==> config.mk <==
export PLATFORM = sky130hd
export DESIGN_NAME = hex_text_word_parser
export DESIGN_NICKNAME = d
export VERILOG_FILES = /design/src/rtl/hwp_pkg.sv /design/src/rtl/hex_text_word_parser.sv /design/src/rtl/hwp_core.sv /design/src/rtl/hwp_res_queue.sv
export SDC_FILE = /design/constraint.sdc
export NUM_CORES = 1
export LEC_CHECK = 0
export ABC_AREA = 1
export BUFFER_PORTS_ARGS = -buffer_cell sky130_fd_sc_hd__buf_2
export CAP_MARGIN = 0
export CELL_PAD_IN_SITES_DETAIL_PLACEMENT = 1
export CELL_PAD_IN_SITES_GLOBAL_PLACEMENT = 2
export CORE_MARGIN = 2
export CORE_UTILIZATION = 31
export DETAILED_ROUTE_END_ITERATION = 8
export HOLD_SLACK_MARGIN = 0.15
export PLACE_DENSITY_LB_ADDON = 0.1
export SLEW_MARGIN = 20
export SYNTH_ARGS = -nofsm -noshare
export SYNTH_HDL_FRONTEND = slang
export SYNTH_HIERARCHICAL = 1
export SYNTH_SLANG_ARGS = --single-unit
==> constraint.sdc <==
create_clock -name clk -period 5.1 [get_ports clk]
set_input_delay 0.765 -clock clk [delete_from_list [all_inputs] [get_ports clk]]
set_output_delay 0.765 -clock clk [all_outputs]
set_load 0.03 [all_outputs]
==> src/rtl/hwp_pkg.sv <==
// Shared item types and character codes for the hex text word parser.
`timescale 1ns / 1ps
`default_nettype none

package hwp_pkg;

	typedef enum logic [1:0] {
		KIND_WORD  = 2'd0,
		KIND_DONE  = 2'd1,
		KIND_ERROR = 2'd2
	} kind_t;

	localparam logic [7:0] CHAR_SPACE   = 8'h20;
	localparam logic [7:0] CHAR_NEWLINE = 8'h0A;
	localparam logic [7:0] CHAR_HASH    = 8'h23;

	typedef struct packed {
		logic [7:0] char_code;
		logic       end_mark;
	} in_item_t;

	typedef struct packed {
		kind_t       kind;
		logic [15:0] word_value;
		logic [7:0]  bad_char;
		logic [15:0] line_number;
		logic [15:0] column_number;
		logic [15:0] words_written;
		logic        last;
	} out_item_t;

	// Results produced by one character: up to two, in order.
	typedef struct packed {
		logic [1:0] count;
		out_item_t  first;
		out_item_t  second;
	} res_push_t;

endpackage

`default_nettype wire

==> src/rtl/hex_text_word_parser.sv <==
// Top level of the hex text word parser: input register, parser core, result queue.
//
//   channel | valid      | ready      | payload
//   --------+------------+------------+------------------------------
//   input   | char_valid | char_ready | char_item (hwp_pkg::in_item_t)
//   result  | res_valid  | res_ready  | res_item  (hwp_pkg::out_item_t)
//
// One character is taken per cycle while the queue has room; it is registered,
// parsed once the queue has room, and its results can leave the queue the cycle after that.
// A character that yields two results is still taken as one input item; the result
// side then drains one item per cycle while res_ready is high from a four-entry queue.
// The input side stalls only while that queue holds more than two items.
// Reset puts the parser between tokens on line 1, column 0, with no words.
`timescale 1ns / 1ps
`default_nettype none

module hex_text_word_parser (
	input  wire logic              clk,
	input  wire logic              arst_n,
	input  wire logic              char_valid,
	output logic                   char_ready,
	input  wire hwp_pkg::in_item_t char_item,
	output logic                   res_valid,
	input  wire logic              res_ready,
	output hwp_pkg::out_item_t     res_item
);

	logic               valid_s1;
	hwp_pkg::in_item_t  item_s1;
	logic               room;
	logic               go;
	hwp_pkg::res_push_t push;

	assign go         = valid_s1 && room;
	assign char_ready = !valid_s1 || room;

	always_ff @(posedge clk or negedge arst_n) begin
		if (!arst_n) begin
			valid_s1 <= 1'b0;
		end else if (char_ready) begin
			valid_s1 <= char_valid;
		end
	end

	always_ff @(posedge clk) begin
		if (char_ready && char_valid) begin
			item_s1 <= char_item;
		end
	end

	hwp_core u_core (
		.clk    (clk),
		.arst_n (arst_n),
		.go     (go),
		.item   (item_s1),
		.push   (push)
	);

	hwp_res_queue u_queue (
		.clk    (clk),
		.arst_n (arst_n),
		.push   (push),
		.room   (room),
		.valid  (res_valid),
		.ready  (res_ready),
		.item   (res_item)
	);

endmodule

`default_nettype wire

==> src/rtl/hwp_core.sv <==
// Parser state and the per-character next-state and result logic.
`timescale 1ns / 1ps
`default_nettype none

module hwp_core (
	input  wire logic              clk,
	input  wire logic              arst_n,
	input  wire logic              go,
	input  wire hwp_pkg::in_item_t item,
	output hwp_pkg::res_push_t     push
);

	typedef enum logic [1:0] {
		MODE_IDLE    = 2'd0,
		MODE_NUMBER  = 2'd1,
		MODE_COMMENT = 2'd2,
		MODE_HALTED  = 2'd3
	} mode_t;

	mode_t       mode_q, mode_d;
	logic [15:0] acc_q, acc_d;
	logic [15:0] line_q, line_d;
	logic [15:0] col_q, col_d;
	logic [15:0] words_q, words_d;

	logic                has_word;
	logic                has_tail;
	hwp_pkg::kind_t      tail_kind;
	logic [7:0]          tail_bad;
	logic [4:0]          hx;
	hwp_pkg::out_item_t  word_res;
	hwp_pkg::out_item_t  tail_res;

	function automatic logic [15:0] sat_inc(input logic [15:0] v);
		return (v == 16'hFFFF) ? v : v + 16'd1;
	endfunction

	// Bit 4 flags a hex digit, bits 3:0 hold its value.
	function automatic logic [4:0] hex_digit(input logic [7:0] ch);
		logic [4:0] r;
		r = 5'd0;
		if (ch >= 8'h30 && ch <= 8'h39) begin
			r = {1'b1, 4'(ch - 8'h30)};
		end else if (ch >= 8'h41 && ch <= 8'h46) begin
			r = {1'b1, 4'(ch - 8'h37)};
		end else if (ch >= 8'h61 && ch <= 8'h66) begin
			r = {1'b1, 4'(ch - 8'h57)};
		end
		return r;
	endfunction

	assign hx = hex_digit(item.char_code);

	always_comb begin
		mode_d    = mode_q;
		acc_d     = acc_q;
		line_d    = line_q;
		col_d     = col_q;
		words_d   = words_q;
		has_word  = 1'b0;
		has_tail  = 1'b0;
		tail_kind = hwp_pkg::KIND_DONE;
		tail_bad  = 8'd0;
		unique case (mode_q)
			MODE_HALTED: begin
			end
			MODE_COMMENT: begin
				if (item.end_mark) begin
					has_tail = 1'b1;
					mode_d   = MODE_HALTED;
				end else if (item.char_code == hwp_pkg::CHAR_NEWLINE) begin
					line_d = sat_inc(line_q);
					col_d  = 16'd0;
					mode_d = MODE_IDLE;
				end
			end
			MODE_IDLE, MODE_NUMBER: begin
				col_d = sat_inc(col_q);
				if (mode_q == MODE_NUMBER && !item.end_mark && hx[4]) begin
					acc_d = {acc_q[11:0], hx[3:0]};
				end else begin
					// A number in progress is closed by any non-digit or by the end mark.
					if (mode_q == MODE_NUMBER) begin
						has_word = 1'b1;
						words_d  = sat_inc(words_q);
						acc_d    = 16'd0;
						mode_d   = MODE_IDLE;
					end
					priority if (item.end_mark) begin
						has_tail = 1'b1;
						mode_d   = MODE_HALTED;
					end else if (item.char_code == hwp_pkg::CHAR_SPACE) begin
					end else if (item.char_code == hwp_pkg::CHAR_NEWLINE) begin
						line_d = sat_inc(line_q);
						col_d  = 16'd0;
					end else if (item.char_code == hwp_pkg::CHAR_HASH) begin
						mode_d = MODE_COMMENT;
					end else if (hx[4]) begin
						acc_d  = {12'd0, hx[3:0]};
						mode_d = MODE_NUMBER;
					end else begin
						has_tail  = 1'b1;
						tail_kind = hwp_pkg::KIND_ERROR;
						tail_bad  = item.char_code;
						mode_d    = MODE_HALTED;
					end
				end
			end
		endcase
	end

	// A word reports the column of the character that closes it, taken before a
	// closing newline moves to the next line.
	always_comb begin
		word_res.kind          = hwp_pkg::KIND_WORD;
		word_res.word_value    = acc_q;
		word_res.bad_char      = 8'd0;
		word_res.line_number   = line_q;
		word_res.column_number = sat_inc(col_q);
		word_res.words_written = words_d;
		word_res.last          = !has_tail;
		tail_res.kind          = tail_kind;
		tail_res.word_value    = 16'd0;
		tail_res.bad_char      = tail_bad;
		tail_res.line_number   = line_d;
		tail_res.column_number = col_d;
		tail_res.words_written = words_d;
		tail_res.last          = 1'b1;
		push.count  = go ? (2'(has_word) + 2'(has_tail)) : 2'd0;
		push.first  = has_word ? word_res : tail_res;
		push.second = tail_res;
	end

	always_ff @(posedge clk or negedge arst_n) begin
		if (!arst_n) begin
			mode_q  <= MODE_IDLE;
			acc_q   <= 16'd0;
			line_q  <= 16'd1;
			col_q   <= 16'd0;
			words_q <= 16'd0;
		end else if (go) begin
			mode_q  <= mode_d;
			acc_q   <= acc_d;
			line_q  <= line_d;
			col_q   <= col_d;
			words_q <= words_d;
		end
	end

endmodule

`default_nettype wire

==> src/rtl/hwp_res_queue.sv <==
// Small result queue that takes up to two items per cycle and hands out one.
`timescale 1ns / 1ps
`default_nettype none

module hwp_res_queue (
	input  wire logic               clk,
	input  wire logic               arst_n,
	input  wire hwp_pkg::res_push_t push,
	output logic                    room,
	output logic                    valid,
	input  wire logic               ready,
	output hwp_pkg::out_item_t      item
);

	localparam int DEPTH = 4;
	localparam int PTR_W = $clog2(DEPTH);
	localparam int CNT_W = $clog2(DEPTH + 1);

	hwp_pkg::out_item_t slots_q [DEPTH];
	logic [PTR_W-1:0]   wr_ptr_q;
	logic [PTR_W-1:0]   rd_ptr_q;
	logic [CNT_W-1:0]   count_q;
	logic               pop;

	assign valid = (count_q != '0);
	assign item  = slots_q[rd_ptr_q];
	assign pop   = valid && ready;
	// Room for two more items regardless of what leaves this cycle.
	assign room  = (count_q <= CNT_W'(DEPTH - 2));

	always_ff @(posedge clk) begin
		if (push.count != 2'd0) begin
			slots_q[wr_ptr_q] <= push.first;
		end
		if (push.count == 2'd2) begin
			slots_q[wr_ptr_q + PTR_W'(1)] <= push.second;
		end
	end

	always_ff @(posedge clk or negedge arst_n) begin
		if (!arst_n) begin
			wr_ptr_q <= '0;
			rd_ptr_q <= '0;
			count_q  <= '0;
		end else begin
			wr_ptr_q <= wr_ptr_q + PTR_W'(push.count);
			rd_ptr_q <= rd_ptr_q + PTR_W'(pop);
			count_q  <= count_q + CNT_W'(push.count) - CNT_W'(pop);
		end
	end

endmodule

`default_nettype wire

-- After elaboration in Yosys (flattened, before gate mapping)
Memories as Yosys holds them, arrays and structs flattened.
Cells that the tools add are included.
- register bits: 83
- latch bits: 0
- bits in writable memories: 300
- bits in read-only memories: 0
- input port bits: 13
- output and inout bits: 77
- word-level logic and storage cells: 131
- memories: 1
- add/sub/neg operators: 12
- $mul: 0
- divide/modulo/power cells: 0
- $lt $le $gt $ge: 7
- eq/ne operators: 11
- shifts and indexed selects: 0
- multiplexer cells: 70
- bitwise operators: 0
- reductions and logical operators: 19
- memories (memory ; depth ; width ; read ports ; clocked after memory_dff ; wr ports ; RTL line ; text):
    u_queue.slots_q ; 4 ; 75 ; 1 ; 0 ; 2 ; hwp_res_queue.sv:19 ; hwp_pkg::out_item_t slots_q [DEPTH];
- operator list (operator ; count):
    $mux 16 ; 24
    $mux 75 ; 1
    $pmux 16 s2 ; 2
    $mux 8 ; 7
    $add 16x1->16 const B ; 3
    $eq 16x16->1 const B ; 3
    $mux 2 ; 17
    $eq 8x6->1 const B ; 2
    $ge 8x7->1 const B ; 2
    $le 8x7->1 const B ; 2
    $mux 5 ; 3
    $mux 1 ; 14
    $eq 8x4->1 const B ; 1
    $ge 8x6->1 const B ; 1
    $le 8x6->1 const B ; 1
    $logic_and 1x1->1 ; 8
    $sub 4x3->4 const B ; 2
    $eq 2x2->1 const B ; 2
    $pmux 2 s2 ; 1
    $reduce_and 4->1 ; 1
    $reduce_bool 2->1 ; 2
    $sub 4x1->4 const B ; 1
    $add 3x2->3 ; 1
    $le 3x2->1 const B ; 1
    15 further kinds ; 17

-- Depth between registers and ports, before layout
Gate-level depths: netlist of run 1.
- depth in word-level cells: 17
- depth in mapped cells: 21
- mapped depth without buffers: 19

-- By module
The synthesis of run 1 kept the hierarchy.
- by module, submodules not included (module ; times used ; cells an instance ; area an instance (sq um) ; sequential area each (sq um)):
    hwp_res_queue ; 1 ; 1600 ; 15263.4 ; 9183.8
    hwp_core ; 1 ; 1011 ; 6244.7 ; 1652.8
    hex_text_word_parser ; 1 ; 17 ; 322.8 ; 295.3

-- Least setup slack after synthesis of run 1
OpenSTA, ideal clock, no wires.
- path kind: reg2reg
- start: register item_s1[1] (netlist name)
- end: memory u_queue/slots_q[3][0] (netlist name) (enable)
- library setup time: 0.761 ns
- data arrival time: 3.837 ns
- required time: 4.339 ns
- slack: 0.501 ns
- cell stages (with the launch flop): 19
- buffers on the path: 3
- clock period less this slack: 4.599 ns
- path through: edfxtp_1 inv_1 ha_1 nand2_1 nand2_1 nand2_1 nand3_4 nand2_4 nand2_2 inv_2 buf_4 buf_2 ha_1 nand2_1 inv_1 nor2_4 nand2_2 clkbuf_1 nand2_1
- RTL lines (what ; RTL line ; text):
    start: declaration ; hex_text_word_parser.sv:29 ; hwp_pkg::in_item_t item_s1;
    start signal: assignment ; hex_text_word_parser.sv:47 ; item_s1 <= char_item;
    end: declaration ; hwp_res_queue.sv:19 ;

==> results.txt, run 1 <==
----------------------------------------------------
[Outcome]
  Outcome ... complete, no violations

[Power]
  Clock group share of total power ... 20.7%
  Switch Pwr ... 7.20 mW
  Sequential cell fraction of total power ... 32.8%
  Part of the total power dissipated in combinational logic ... 46.5%
  Static leakage ... 9.14 nW
  Sw Share ... 46.0%
  Ratio of total power to cell area ... 648 mW/mm^2
  Maximum vdd drop ... 294 uV
  Internal Dissipation ... 8.45 mW

[STA]
  Total count of max-transition violations in the final report ... 0
  Slew at the pin closest to its max-slew limit ... 0.980 ns
  Final critical delay including setup and external delays ... 3.91 ns
  Ratio of final minimum period to clock period ... 76.6%
  Unrepaired setup endpoints after global routing ... false
  Worst slew margin ... 34.7%
  Top achievable clock speed ... 256 MHz
  Total negative setup slack ... 0 ns
  Clock tree skew after final layout ... 0.0210 ns
  Worst path setup slack after routing ... 1.19 ns
  Final hold viol count ... 0
  Setup-violating endpoint count in the final report ... 0

[CTS]
  Number of buffers inserted for hold repair after clock tree synthesis ... 0
  TritonCTS clock tree ... done
  Root buffer cell ... clkbuf_16
  Number of H-tree levels ... 2
  Number of setup buffers added after CTS ... 0
  Worst skew pair latency ... 0.59 ns
  Register clock-pin slew on the reported worst setup and hold paths ... 0.06 ns
  CTS Buf Count ... 47
  Post-CTS resize count ... 0
  Total number of clock tree sinks ... 383
  Maximum buffer depth of the clock tree ... 3

[Worst setup path]
  Endpoint of the worst-slack reg-to-reg timing path ... u_queue/slots_q[2][2]
  Worst path required time ... 5.36 ns
  Largest fanout of any net on the critical path ... 46
  Setup crit end ... u_queue/slots_q[2][2]
  Startpoint Class ... flip-flop
  Slowest-stage cell, CP ... nand2_4
  Type of the worst setup path ... flip-flop to flip-flop
  Register-to-Register Setup Slack ... 1.19 ns
  Endpoint class of the critical path ... flip-flop
  R2r startpoint ... item_s1[1]
  Cells along the critical path ... inv_1 -> ha_1 -> nand3b_1 -> nand3_2 -> nand3_4 -> o32ai_1 -> ha_1 -> nand2_1 -> inv_1 -> nor2_4 -> nand2_8 -> nand2_4 -> buf_4
  Crit path from ... item_s1[1]
  Number of cells on the worst reg-to-reg path ... 13
  Arrival time worst endpoint ... 4.16 ns
  Delay of the slowest cell on the worst path ... 0.51 ns

[Finish]
  Layout Cell Area excl Fill ... 0.0242 mm^2
  Fraction of final layout cells with drive strength greater than 1 ... 11.6%
  Area growth, synth to finish ... 10.7%
  Final-layout fill cell count ... 8309
  Post-layout nets ... 2650
  Final Util ... 34.6%
  Fin cells ... 3601
  Number of antenna diodes ... 0

[Synth]
  Share of flip-flops with an asynchronous set or reset ... 19.3%
  Sequential fraction of the synthesis area ... 51.0%
  Synth Area per Inst ... 8.31 um^2
  Warnings from Yosys ... 6
  Total of flip-flops plus latches after synthesis ... 383
  Synthesized instance count ... 2628
  Top FF cell, synth ... edfxtp_1
  Post-synth cell types ... 50
  EDFF count, synth ... 309
  Netlist area before placement ... 0.0218 mm^2

[Placed design]
  Number of cells after detailed placement ... 3515
  Final RePlAce weighted congestion ... 0.769
  Worst setup slack before clock tree synthesis ... 1.14 ns
  Half-perimeter wire length of the detailed placement result ... 42500 um
  Total of buffers placed on input and output ports ... 89
  Cell area after placement ... 0.0227 mm^2

[Floorplanning]
  Standard cell core area ... 0.0699 mm^2
  Std cell rows ... 97
  Overall die height ... 269 um
  Die Area ... 0.0726 mm^2
  Effective utilization at floorplan ... 31.2%
  Number of I/O pins ... 90
  Horizontal extent of the die ... 269 um

[GRT]
  Fraction of met2 tracks used by global routing ... 33.0%
  Gr usage total ... 19.0%
  Met1 Use GR ... 25.2%
  Number of antenna violations at the first check in global routing ... 2
  Remaining global-route overflow ... 0
  Global Route met3 Usage ... 2.42%
  First-pass GRT wire length ... 109000 um
  Largest net degree at the start of global routing ... 151
  Most crowded layer after global routing ... met2
  Vias in the first global route ... 18541

[Job]
  Number of maximum-capacitance constraint violations ... 0

[Route]
  Violation count after the first detailed-route iteration ... 825
  Wire length reported by the detailed router ... 68900 um
  Detailed-route via count ... 17814
  First-pass iteration count of the detailed router ... 4
  Number of design rule violations left after detail routing ... 0
  Post-detailed-route via-to-cell ratio ... 4.95
  Remaining number of nets flagged by the antenna check after routing ... 0
  Detail-routed net length per standard cell ... 19.1 um

[Hold path]
  Type of the tightest min-delay check ... input port to asynchronous set/reset pin

----------------------------------------------------
==> cells in the mapped netlist (9+ instances only) <==
cell type,instances,share of area [%]
nand3_2,11,0.50
buf_1,15,0.26
buf_2,41,0.94
o21ai_2,54,2.2
nand3_1,63,1.4
edfxtp_1,309,43
a31oi_1,18,0.52
nand2_1,702,12
clkbuf_1,48,0.83
nand4_1,11,0.32
dfrtp_1,73,8.4
a21oi_1,17,0.39
buf_6,41,2.1
o21ai_1,186,4.3
inv_2,20,0.34
o21ai_0,363,8.3
buf_4,43,1.5
nor3_1,9,0.21
a22oi_1,14,0.48
xor2_1,18,0.72
inv_1,190,3.3
nor2_1,309,5.3
ha_1,12,0.69
==> cell usage in the layout, fill, tap and decap left out, types with 11 or more instances in the layout <==
master / netlist / routed
a22oi_1: 14 / 14
nand4_1: 11 / 11
dfrtp_1: 73 / 72
o21ai_2: 54 / 54
nor2_1: 309 / 309
inv_2: 20 / 20
clkbuf_16: 0 / 47
edfxtp_1: 309 / 309
conb_1: 2 / 17
clkbuf_1: 48 / 17
a31oi_1: 18 / 18
inv_1: 190 / 188
o21ai_0: 363 / 363
nand3_1: 63 / 63
a21oi_1: 17 / 17
xor2_1: 18 / 18
buf_4: 43 / 24
nand2_1: 702 / 698
ha_1: 12 / 12
o21ai_1: 186 / 186
nand3_2: 11 / 11
buf_2: 41 / 88
==> power by group through the flow <==
| stage | clock network [mW] | registers (mW) | logic, mW |
|---|---|---|---|
| 3_5_place_dp | 0 | 5.21 | 7.46 |
| 3_3_place_gp | 0 | 5.18 | 7.28 |
| 5_1_grt | 3.47 | 5.23 | 8.19 |
| 4_1_cts | 3.36 | 5.15 | 7.48 |
| 2_1_floorplan | 0 | 5.05 | 5.17 |
| 6_report | 3.23 | 5.14 | 7.29 |
==> per-stage QoR <==
step,power [mW],hold WS (ns)
detailed placement,12.7,0.517
CTS,16.0,0.301
floorplan,10.2,0.442
finish,15.7,0.294
global placement,12.5,0.506
global route,16.9,0.332
==> cells by family after synthesis <==
kind of cell / share of synthesized area [%]
and+or+nand+nor: 21.2
AOI/OAI and AO/OA: 16.6
buffers and inverters: 9.28
DFF: 51.0
xor gates and xnor gates: 1.07
adders and majority gates: 0.779
other: 0.0344
==> area by class of cell <==
cell class              count  area, um^2  area share (%)
clock buffers              70        1320            5.47
clock inverters            16         130           0.538
inverters                 211         802            3.32
multi-input cells        1860        8800            36.4
flip-flops and latches    383       11100            46.1
well taps                 940        1180            4.87
repair buffers            121         801            3.31
==> state kept, by name, summed over array words and instances (netlist names) <==
register,count
u_queue/rd_ptr_q,2
u_core/words_q,16
u_core/acc_q,16
u_core/col_q,16
u_queue/slots_q,300
u_queue/count_q,3
u_queue/wr_ptr_q,2
u_core/mode_q,2
u_core/line_q,16
valid_s1,1
item_s1,9
==> worst min path at each step <==
stage | startpoint | endpoint | slack [ns]
floorplan | u_queue/rd_ptr_q[1] | u_queue/rd_ptr_q[1] | 0.44
global placement | u_core/words_q[15] | u_core/words_q[15] | 0.51
detailed placement | u_core/words_q[15] | u_core/words_q[15] | 0.52
CTS | arst_n | u_core/line_q[14] | 0.30
global route | arst_n | u_core/line_q[14] | 0.33
finish | arst_n | u_core/line_q[14] | 0.29
==> worst max-delay path, delay by kind of cell (launching register included) <==
kind / cells / cell delay, ns
AND/OR/NAND/NOR: 7 / 1.55
AO/OA/AOI/OAI: 1 / 0.37
adder cells (fa/ha/maj): 2 / 0.49
buffers and inverters: 3 / 0.66
flip-flops: 1 / 0.48
==> metal layers <==
metal | vias up | wire length (um)
met5 | - | 13
met4 | 2 | 1050
met3 | 68 | 2070
met2 | 187 | 33400
met1 | 8843 | 32400
li1 | 8714 | -
(Power assumes the default switching activity.)
==> inputs of run 2 (changes only) <==
ABC_AREA = 0   (was 1)
clock period = 4 ns   (was 5.1 ns; I/O delays follow)
==> results.txt, run 2 <==
----------------------------------------------------
[Outcome]
  Outcome ... complete, no violations (unchanged)

[STA]
  Setup-violating endpoint count in the final report ... 0 (unchanged)
  Total count of max-transition violations in the final report ... 0 (unchanged)
  Slew at the pin closest to its max-slew limit ... 1.06 ns (was 0.980 ns)
  Total negative setup slack ... 0 ns (unchanged)
  Top achievable clock speed ... 266 MHz (was 256 MHz)
  Worst hold-check slack ... 0.177 ns (was 0.294 ns)
  Final critical delay including setup and external delays ... 3.76 ns (was 3.91 ns)
  Worst slew margin ... 28.1% (was 34.7%)
  Unrepaired setup endpoints after global routing ... false (unchanged)
  Ratio of final minimum period to clock period ... 94.0% (was 76.6%)
  Clock tree skew after final layout ... 0.0167 ns (was 0.0210 ns)
  Final hold viol count ... 0 (unchanged)

[CTS]
  TritonCTS clock tree ... done (unchanged)
  Number of buffers inserted for hold repair after clock tree synthesis ... 0 (unchanged)
  CTS Buf Count ... 46 (was 47)
  Worst skew pair latency ... 0.58 ns (was 0.59 ns)
  Maximum buffer depth of the clock tree ... 3 (unchanged)
  Total number of clock tree sinks ... 383 (unchanged)
  Root buffer cell ... clkbuf_16 (unchanged)
  Register clock-pin slew on the reported worst setup and hold paths ... 0.06 ns (about the same)
  Number of H-tree levels ... 2 (unchanged)

[Synth]
  Sequential fraction of the synthesis area ... 52.1% (was 51.0%)
  Top cell type by total area after synthesis ... edfxtp_1 (unchanged)
  Total of flip-flops plus latches after synthesis ... 383 (unchanged)
  EDFF count, synth ... 309 (unchanged)
  Share of flip-flops with an asynchronous set or reset ... 19.3% (unchanged)
  Most frequent cell after synthesis ... edfxtp_1 (was nand2_1)
  Top FF cell, synth ... edfxtp_1 (unchanged)
  Synth Area per Inst ... 14.1 um^2 (was 8.31 um^2)
  Most numerous cell types in the synthesized netlist ... 309 x edfxtp_1, 168 x mux2_2, 89 x mux2_4 (was 702 x nand2_1, 363 x o21ai_0, 309 x edfxtp_1, 309 x nor2_1, 190 x inv_1)
  Ranking of synthesized cells by area ... edfxtp_1 43%, mux2_2 8.9%, dfrtp_1 8.5% (was edfxtp_1 43%, nand2_1 12%, dfrtp_1 8.4%)
  Post-synth cell types ... 81 (was 50)
  Portion of synthesized cell area occupied by the leading cell type ... 43.4% (was 42.5%)
  Warnings from Yosys ... 6 (unchanged)
  Netlist area before placement ... 0.0214 mm^2 (was 0.0218 mm^2)
  Synthesized instance count ... 1513 (was 2628)

[Worst setup path]
  Cells along the critical path ... inv_1 -> ha_1 -> or2_2 -> a41oi_1 -> a21oi_1 -> a211oi_1 -> ha_1 -> and2_2 -> and4bb_4 -> buf_12 -> mux2_2 (was inv_1 -> ha_1 -> nand3b_1 -> nand3_2 -> nand3_4 -> o32ai_1 -> ha_1 -> nand2_1 -> inv_1 -> nor2_4 -> nand2_8 -> nand2_4 -> buf_4)
  Startpoint Class ... flip-flop (unchanged)
  Slowest-stage cell, CP ... edfxtp_1 (was nand2_4)
  Worst path most repeated cell ... ha_1
  Endpoint class of the critical path ... flip-flop (unchanged)
  Worst path required time ... 4.32 ns (was 5.36 ns)
  Arrival time worst endpoint ... 4.09 ns (was 4.16 ns)
  Type of the worst setup path ... flip-flop to flip-flop (unchanged)
  Delay of the slowest cell on the worst path ... 0.46 ns (was 0.51 ns)
  Largest fanout of any net on the critical path ... 44 (was 46)

[Route]
  Post-detailed-route via-to-cell ratio ... 5.16 (was 4.95)
  Wire length reported by the detailed router ... 61000 um (was 68900 um)
  Detailed-route via count ... 12936 (was 17814)
  Length of routed wiring on met1 ... 29200 um (was 32400 um)
  Number of design rule violations left after detail routing ... 0 (unchanged)
  Detail-routed net length per standard cell ... 24.4 um (was 19.1 um)
  Uppermost layer routed ... met4 (was met5)
  First-pass iteration count of the detailed router ... 4 (unchanged)
  Violation count after the first detailed-route iteration ... 626 (was 825)
  Wire length on met2 ... 29100 um (was 33400 um)
  Detail Route met3 WL ... 1850 um (was 2070 um)
  Remaining number of nets flagged by the antenna check after routing ... 0 (unchanged)

[Finish]
  Final Util ... 35.6% (was 34.6%)
  Number of antenna diodes ... 0 (unchanged)
  Flip-flop count of the largest register, all copies and words added ... 300 (unchanged)
  Multi-input gate area ... 0.00940 mm^2 (was 0.00880 mm^2)
  Most frequent cells in the layout ... 309 x edfxtp_1, 168 x mux2_2, 89 x mux2_4, 88 x buf_2, 75 x mux4_2 (was 698 x nand2_1, 363 x o21ai_0, 309 x edfxtp_1, 309 x nor2_1, 188 x inv_1)
  Fraction of final layout cells with drive strength greater than 1 ... 36.5% (was 11.6%)
  Post-layout nets ... 1614 (was 2650)
  Most common cell after layout, fill and taps aside ... edfxtp_1 (was nand2_1)
  Area taken by flip-flops and latches ... 0.0111 mm^2 (about the same)
  Biggest register ... u_queue/slots_q (unchanged)
  Area growth, synth to finish ... 14.1% (was 10.7%)
  Final-layout fill cell count ... 7081 (was 8309)

[Placed design]
  Half-perimeter wire length of the detailed placement result ... 38200 um (was 42500 um)
  Final RePlAce weighted congestion ... 0.753 (was 0.769)
  Total of buffers placed on input and output ports ... 89 (unchanged)

[Power]
  Ratio of total power to cell area ... 640 mW/mm^2 (was 648 mW/mm^2)
  Static leakage ... 8.68 nW (was 9.14 nW)
  Maximum vdd drop ... 340 uV (was 294 uV)

[Floorplanning]
  Horizontal extent of the die ... 267 um (was 269 um)
  Std cell rows ... 96 (was 97)
  Overall die height ... 267 um (was 269 um)
  Effective utilization at floorplan ... 31.2% (about the same)
  Number of I/O pins ... 90 (unchanged)
  Die Area ... 0.0711 mm^2 (was 0.0726 mm^2)
  Standard cell core area ... 0.0685 mm^2 (was 0.0699 mm^2)

[GRT]
  Largest net degree at the start of global routing ... 59 (was 151)
  Number of antenna violations at the first check in global routing ... 0 (was 2)
  Vias in the first global route ... 14111 (was 18541)
  Remaining global-route overflow ... 0 (unchanged)
  Gr usage total ... 17.3% (was 19.0%)
  First-pass GRT wire length ... 92600 um (was 109000 um)

[Hold path]
  Type of the tightest min-delay check ... input port to asynchronous set/reset pin (unchanged)

[Job]
  Number of maximum-capacitance constraint violations ... 0 (unchanged)

----------------------------------------------------
==> run 2: changes by cell type after synthesis, moves of 56 or more <==
cell	delta
o21ai_0	-331
xnor2_1	+56
mux2_4	+89
mux4_2	+75
o21ai_1	-184
nand2_1	-645
mux2_2	+168
inv_1	-172
nor2_1	-267
==> run 2: logic make-up (layout without fill, tap and decap cells) <==
kind of cell	Yosys count	count (layout)	synth area share, %
multiplexers	392	392	26.1
flip-flops	383	383	52.1
AND/OR/NAND/NOR	316	316	8.32
AO/OA/AOI/OAI	179	179	5.52
buffers and inverters	165	260	4.54
XOR/XNOR	63	63	2.58
adder cells (fa/ha/maj)	13	13	0.796
other	2	17	0.0351
==> run 2: final cells by class <==
class                   instances  area share, %
clock buffers                  63           5.11
clock inverters                20          0.687
inverters                      19          0.292
multi-input cells             980           38.5
flip-flops and latches        383           45.7
well taps                     882           4.52
repair buffers                158           5.21
==> run 2: critical path, delay by kind of cell (launching register included) <==
kind            cells  cell delay (ns)
compound gates      3             0.68
fa+ha+maj           2             0.51
buf+inv             2             0.50
flops               1             0.46
mux                 1             0.38
simple gates        3             0.95
==> run 2: report_power, final <==
| group | internal, mW | total, mW | switching, mW | leakage [nW] |
|---|---|---|---|---|
| clock network | 2.36 | 4.05 | 1.69 | 0.684 |
| registers | 5.18 | 5.73 | 0.551 | 3.77 |
| logic | 2.15 | 5.83 | 3.68 | 4.23 |
==> run 2: through the flow <==
stage | area [um^2] | worst slack (ns) | std cells | total power [mW]
detailed placement | 22900 | 0.208 | 2417 | 11.8
global placement | 22900 | 0.317 | 2417 | 11.7
global route | 24400 | 0.0287 | 2505 | 16.4
floorplan | 21500 | -0.693 | 1528 | 9.60
CTS | 24300 | 0.170 | 2500 | 15.9
finish | 24400 | 0.239 | 2505 | 15.6
==> run 2: path summary, 6_finish.rpt <==
kind                                  start                      to  slack, ns  depth (start not counted)
max                              item_s1[1]  u_queue/slots_q[2][11]       0.24                         11
min                                  arst_n       u_core/words_q[8]       0.18                          1
max reg2reg                      item_s1[1]  u_queue/slots_q[2][11]       0.24                         11
min reg2reg                u_core/acc_q[14]        u_core/acc_q[14]       0.50                          1
max in group asynchronous            arst_n         u_core/acc_q[7]       3.06                          2
min in group clk               char_item[4]              item_s1[4]       0.22                          1
==> run 2: what timing repair did <==
| item | CTS | global route |
|---|---|---|
| setup endpoints to repair | 0 | 18 |
| resized for setup | 0 | 1 |
| setup buffers | 0 | 5 |
==> run 2: routing by layer <==
layer	track usage [%]	vias to the layer above
met5	0	-
met4	3.49	0
met3	2.47	54
met2	28.6	165
met1	24.2	6757
li1	-	5960
